[config.mk]
export PLATFORM = sky130hd
export DESIGN_NAME = sids_list
export DESIGN_NICKNAME = d
export VERILOG_FILES = /design/src/rtl/core/sids_pkg.sv /design/src/rtl/core/sids_cell.sv /design/src/rtl/core/sids_list.sv
export SDC_FILE = /design/constraint.sdc
export NUM_CORES = 2
export LEC_CHECK = 0
export ABC_AREA = 1
export BUFFER_PORTS_ARGS = -buffer_cell sky130_fd_sc_hd__buf_2
export CAP_MARGIN = 20
export CORE_MARGIN = 2
export CORE_UTILIZATION = 45
export CTS_CLUSTER_SIZE = 40
export DETAILED_ROUTE_END_ITERATION = 8
export GPL_ROUTABILITY_DRIVEN = 1
export PLACE_DENSITY = 0.59
export SYNTH_ARGS = -nofsm -noshare
export SYNTH_HDL_FRONTEND = slang
export SYNTH_HIERARCHICAL = 1
export SYNTH_SLANG_ARGS = --single-unit
[constraint.sdc]
create_clock -name clk -period 4.1 [get_ports clk]
set_input_delay 0.41 -clock clk [delete_from_list [all_inputs] [get_ports clk]]
set_output_delay 0.41 -clock clk [all_outputs]
set_load 0.005 [all_outputs]
[src/rtl/core/sids_pkg.sv]
// Shared types, codes and defaults for the sorted ID set block.
`default_nettype none
package sids_pkg;
  localparam int LIST_DEPTH_DEFAULT = 32;

  localparam logic [1:0] CMD_LOAD_LEFT  = 2'd0;
  localparam logic [1:0] CMD_LOAD_RIGHT = 2'd1;
  localparam logic [1:0] CMD_RUN        = 2'd2;
  localparam logic [1:0] CMD_CLEAR      = 2'd3;

  localparam logic [1:0] OP_AND  = 2'd0;
  localparam logic [1:0] OP_OR   = 2'd1;
  localparam logic [1:0] OP_DIFF = 2'd2;
  localparam logic [1:0] OP_XOR  = 2'd3;

  typedef struct packed {
    logic [1:0]  command;
    logic [31:0] id_value;
    logic [1:0]  operation;
  } in_t;

  typedef struct packed {
    logic [31:0] result_id;
    logic        last;
    logic        empty_res;
    logic        overflow;
  } out_t;

  typedef struct packed {
    logic load;
    logic clear;
  } lst_ctrl_t;
endpackage
`default_nettype wire

[src/rtl/core/sids_cell.sv]
// One cell of the insertion sorting chain.
`default_nettype none
module sids_cell (
  input  wire         clk,
  input  wire         ins,
  input  wire         valid,
  input  wire  [31:0] x,
  input  wire  [31:0] prev_val,
  input  wire         prev_gt,
  output logic [31:0] val,
  output logic        gt
);
  assign gt = !valid || (val > x);

  always_ff @(posedge clk) begin
    if (ins && gt) begin
      val <= prev_gt ? prev_val : x;
    end
  end
endmodule
`default_nettype wire

[src/rtl/core/sids_list.sv]
// Sorted ID list: a chain of cells kept in ascending order, with a count.
`default_nettype none
module sids_list #(
  parameter int LIST_DEPTH = sids_pkg::LIST_DEPTH_DEFAULT,
  localparam int CW = $clog2(LIST_DEPTH + 1),
  localparam int IW = $clog2(LIST_DEPTH)
) (
  input  wire                   clk,
  input  wire                   rst,
  input  sids_pkg::lst_ctrl_t   ctrl,
  input  wire  [31:0]           x,
  input  wire  [IW-1:0]         rd_idx,
  output logic [31:0]           rd_data,
  output logic [CW-1:0]         count,
  output logic                  full
);
  import sids_pkg::*;

  logic [31:0] vals [LIST_DEPTH];
  logic        gts  [LIST_DEPTH];
  logic        ins;

  assign full    = (count == CW'(LIST_DEPTH));
  assign ins     = ctrl.load && !full;
  assign rd_data = vals[rd_idx];

  for (genvar g = 0; g < LIST_DEPTH; g++) begin : g_cell
    if (g == 0) begin : g_head
      sids_cell u_cell (
        .clk(clk), .ins(ins), .valid(count > CW'(g)), .x(x),
        .prev_val(x), .prev_gt(1'b0), .val(vals[g]), .gt(gts[g])
      );
    end else begin : g_body
      sids_cell u_cell (
        .clk(clk), .ins(ins), .valid(count > CW'(g)), .x(x),
        .prev_val(vals[g-1]), .prev_gt(gts[g-1]), .val(vals[g]), .gt(gts[g])
      );
    end
  end

  always_ff @(posedge clk) begin
    if (rst || ctrl.clear) begin
      count <= '0;
    end else if (ins) begin
      count <= count + CW'(1);
    end
  end
endmodule
`default_nettype wire

-- Word level (Yosys, flattened, before mapping)
Index checks and enable logic that the tools add are counted.
- register bits after elaboration: 1030
- input port bits: 41
- output and inout port bits: 39
- $add $sub $neg: 1
- magnitude comparators: 65
- eq/ne operators: 1
- mux-type cells: 34
- bitwise logic cells: 1
- reduce and logical (&&, ||, !) cells: 99
- operators by type and width (kind ; number):
    2-to-1 mux 32 bit ; 33
    > comparator 32 bit ; 32
    binary-select mux 32 bit (select 5 bit) ; 1
    > comparator 6 x 5 -> 1 bit, second input constant ; 16
    > comparator 6 x 4 -> 1 bit, second input constant ; 8
    logical AND 1 bit ; 33
    zero test 1 bit ; 33
    logical OR 1 bit ; 33
    > comparator 6 x 3 -> 1 bit, second input constant ; 4
    > comparator 6 x 1 -> 1 bit, second input constant ; 2
    > comparator 6 x 2 -> 1 bit, second input constant ; 2
    adder 6 x 1 -> 6 bit, second input constant ; 1
    equality test 6 bit, second input constant ; 1
    greater-or-equal comparator 6 bit, second input constant ; 1
    NOT 5 -> 6 bit ; 1

-- Longest topological paths before layout
- depth after elaboration: 4
- depth in mapped cells: 19
- depth with buffers taken out: 17

-- Cells and area by module
Netlist, hierarchy kept.
- by module, submodules not included (module ; instances ; cells each ; area an instance (um^2) ; seq. area each (um^2)):
    sids_cell ; 32 ; 244 ; 2149.6 ; 960.9
    sids_list ; 1 ; 2564 ; 11504.8 ; 120.1

-- Worst setup path after synthesis
Ideal clock, no wire load.
- path type: flip-flop to flip-flop
- start point: reg count[1]
- end point: reg g_cell[0].g_head.u_cell.val[0], enable pin
- setup time: 0.400 ns
- data arrival time: 2.788 ns
- required time: 3.700 ns
- setup slack: 0.911 ns
- cell stages (with the launch flop): 10
- buffers on the path: 0
- cell sequence: dfxtp_1 inv_1 ha_1 inv_1 nor2_2 nand3_1 nand2_2 inv_1 inv_1 a21oi_2
- word-level cells in the longest chain between the ends: 4
- RTL lines (item ; line ; text):
    start: declaration ; sids_list.sv:14 ; output logic [CW-1:0] count,
    start signal: assignment ; sids_list.sv:45 ; count <= count + CW'(1);
    equality test 6 bit ; sids_list.sv:23 ; assign full = (count == CW'(LIST_DEPTH));
    zero test 1 bit ; sids_list.sv:24 ; assign ins = ctrl.load && !full;
    logical AND 1 bit ; sids_list.sv:24 ;
    net ins ; sids_list.sv:21 ; logic ins;
    logical AND 1 bit ; sids_cell.sv:16 ; if (ins && gt) begin
    end signal: assignment ; sids_cell.sv:17 ; val <= prev_gt ? prev_val : x;
    end: declaration ; sids_cell.sv:10 ; output logic [31:0] val,
The timed path passes the listed nets, and every way through them passes these cells.
A chain may end at the register's enable or synchronous reset.

==> qor_table.md <==
| Quantity | Value | Unit |
|:---|:---|:---|
| Deepest level of the CTS H-tree | 4 | - |
| Category of the worst setup path capture point | flip-flop | - |
| Flop2flop setup slack | 0.77 | ns |
| Largest net degree at the start of global routing | 129 | - |
| Placer congestion estimate | 0.9301 | - |
| Share of the cycle needed by the critical path after routing | 81.11 | % |
| Slew margin rel. | 10.17 | % |
| Ys Warns | 6 | - |
| Fin crit period | 3.326 | ns |
| DRC violations left | 0 | - |
| Floorplan die height | 426.4 | µm |
| Power Internal | 20720 | µW |
| Number of nets in the synthesized netlist | 11441 | - |
| CTS Buffer Depth | 3 | - |
| Die area | 0.1818 | mm² |
| Post-CTS Repair Setup Buffers | 0 | - |
| Overall fraction of global-route tracks in use | 26.91 | % |
| Required arrival time at the worst endpoint | 4.61 | ns |
| Clock-pin slew on the worst setup and hold paths | 0.06 | ns |
| Worst Tran Pin Value | 1.330 | ns |
| CTS buffer count | 134 | - |
| Placed wire-length estimate after detailed placement | 187.2 | mm |
| Starting density of the core | 45.15 | % |
| Vias/cell | 5.386 | - |
| Max Clk Rate | 300.7 | MHz |
| Layout area overhead | 9.307 | % |
| Power density of the placed cells | 340.5 | mW/mm² |
| Antenna violations before repair | 12 | - |
| Final count of hold timing violations | 0 | - |
| Average size of a mapped cell | 7.741 | µm² |
| Sequential power share | 43.4 | % |
| Avg WL per Cell | 19.23 | µm |
| Post-Route Skew | 0.02813 | ns |
| Drt first-iter violations | 5249 | - |
| Clock latency of the later-clocked register in the worst-skew pair | 0.79 | ns |
| Clock root buffer master | sky130_fd_sc_hd__clkbuf_16 | - |
| Overflow after GRT | 0 | - |
| Port buffer count | 79 | - |
| Crit path max fanout | 22 | - |
| Synthesized instance count | 10371 | - |
| Max-slew violation total from the final report | 0 | - |
| Path category of the worst min-delay check | in2reg | - |
| Width of the chip | 426.4 | µm |
| Status | finished clean | - |
| Pleak | 0.04341 | µW |
| Total via count after detailed routing | 69035 | - |
| Sw Pwr | 9156 | µW |
| Row Count | 155 | - |
| Switching part of the total power | 30.64 | % |
| Fraction of final layout cells sized beyond drive strength 1 | 7.588 | % |
| Post-CTS Resized | 0 | - |
| Nature of the critical path startpoint | flip-flop | - |
| Core Footprint | 0.1778 | mm² |
| Wire length of the first global-routing pass | 384.3 | mm |
| Router iterations before antenna repair | 7 | - |
| Fill cell count | 17172 | - |
| Cts-stage hold buffer count | 0 | - |
| Routed Wire Length | 246.5 | mm |
| Total Negative Setup Slacks | 0 | ns |
| Clk network pwr share | 37.6 | % |
| Arrival @ worst endpoint | 3.83 | ns |
| Setup Crit Path Kind | reg2reg | - |
| Setup repair after global routing missed its margin | no | - |
| Final setup violation count | 0 | - |
| Max cap viols | 0 | - |
| Number of nets in the final layout | 11420 | - |
| Overall power of the completed layout | 29880 | µW |
| Number of sinks handled by clock tree synthesis | 1030 | - |
| Clock tree from TritonCTS | yes | - |
| Cell area after synthesis | 0.08029 | mm² |
| Part of the total power dissipated in combinational logic | 19.0 | % |
| # IOs | 80 | - |
| Largest vdd supply drop | 0.0004062 | V |
| Vias in the first global route | 68624 | - |
| Number of nets still failing antenna checks after routing | 0 | - |
-- worst paths after layout --
path	start	endpoint	cells past startpoint
worst max-delay path	count[5]	g_cell[10].g_body.u_cell/val[26]	10
worst min-delay path	rst	count[4]	4
worst min register to register	g_cell[28].g_body.u_cell/val[23]	g_cell[29].g_body.u_cell/val[23]	2
worst max register to register	count[5]	g_cell[10].g_body.u_cell/val[26]	10
-- metal layers --
layer	routed length, µm	GRT usage [%]	part of all wire (%)
met1	99190	31.46	40
met2	123900	48.67	50
met3	10690	3.009	4.3
met4	12650	13.24	5.1
met5	35	0	0.014
-- through the flow --
stage	hold WS (ns)	setup WS [ns]	std cells	instance area, µm²	utilization (%)
2_1_floorplan	0.5500	0.9114	10371	80290	-
3_3_place_gp	0.5682	0.3504	12569	83690	47.06
3_5_place_dp	0.5732	0.3038	12569	83690	47.06
4_1_cts	0.002111	0.7318	12806	87730	49.33
5_1_grt	0.04091	0.5685	12813	87750	49.34
6_report	0.06165	0.7744	12817	87760	49.35
-- state kept, by name, summed over array words and instances, names as in the netlist --
register / flops
g_cell.g_body.u_cell/val: 992
g_cell.g_head.u_cell/val: 32
count: 6
-- power groups by stage --
stage | clock network [µW] | registers, µW | logic [µW]
floorplan | 0 | 13000 | 3750
global placement | 0 | 13100 | 5510
detailed placement | 0 | 13200 | 5630
CTS | 11500 | 12900 | 5670
global route | 11800 | 13000 | 6470
finish | 11200 | 13000 | 5690
-- layout by cell type, fill, tap and decap left out, drive strengths merged, types with 172 or more instances in the layout --
cell    count
a21oi     489
ha       1029
nand3     803
nor2      336
nand2    3615
inv      1282
clkbuf    172
o21ai    1066
edfxtp   1024
buf       289
-- cell type report --
| class | count | area (µm²) | share of cell area [%] |
|---|---|---|---|
| multi-input cells | 7617 | 42520 | 48.45 |
| clock inverters | 65 | 400.4 | 0.4562 |
| diodes | 11 | 27.53 | 0.03137 |
| well taps | 2355 | 2947 | 3.358 |
| clock buffers | 172 | 3645 | 4.153 |
| repair buffers | 289 | 2520 | 2.871 |
| inverters | 1278 | 4833 | 5.508 |
| flip-flops and latches | 1030 | 30870 | 35.18 |
-- critical path, stage by stage (launching register included) --
cell                       delay (ns)
sky130_fd_sc_hd__dfxtp_1         0.50
sky130_fd_sc_hd__clkinv_1        0.32
sky130_fd_sc_hd__nand2_2         0.27
sky130_fd_sc_hd__inv_1           0.22
sky130_fd_sc_hd__nand2_1         0.15
sky130_fd_sc_hd__a21oi_1         0.11
sky130_fd_sc_hd__a31oi_1         0.57
sky130_fd_sc_hd__nand2_2         0.41
sky130_fd_sc_hd__buf_4           0.33
sky130_fd_sc_hd__nand2_1         0.08
sky130_fd_sc_hd__o21ai_0         0.09
Power figures use the tool's default switching activity.
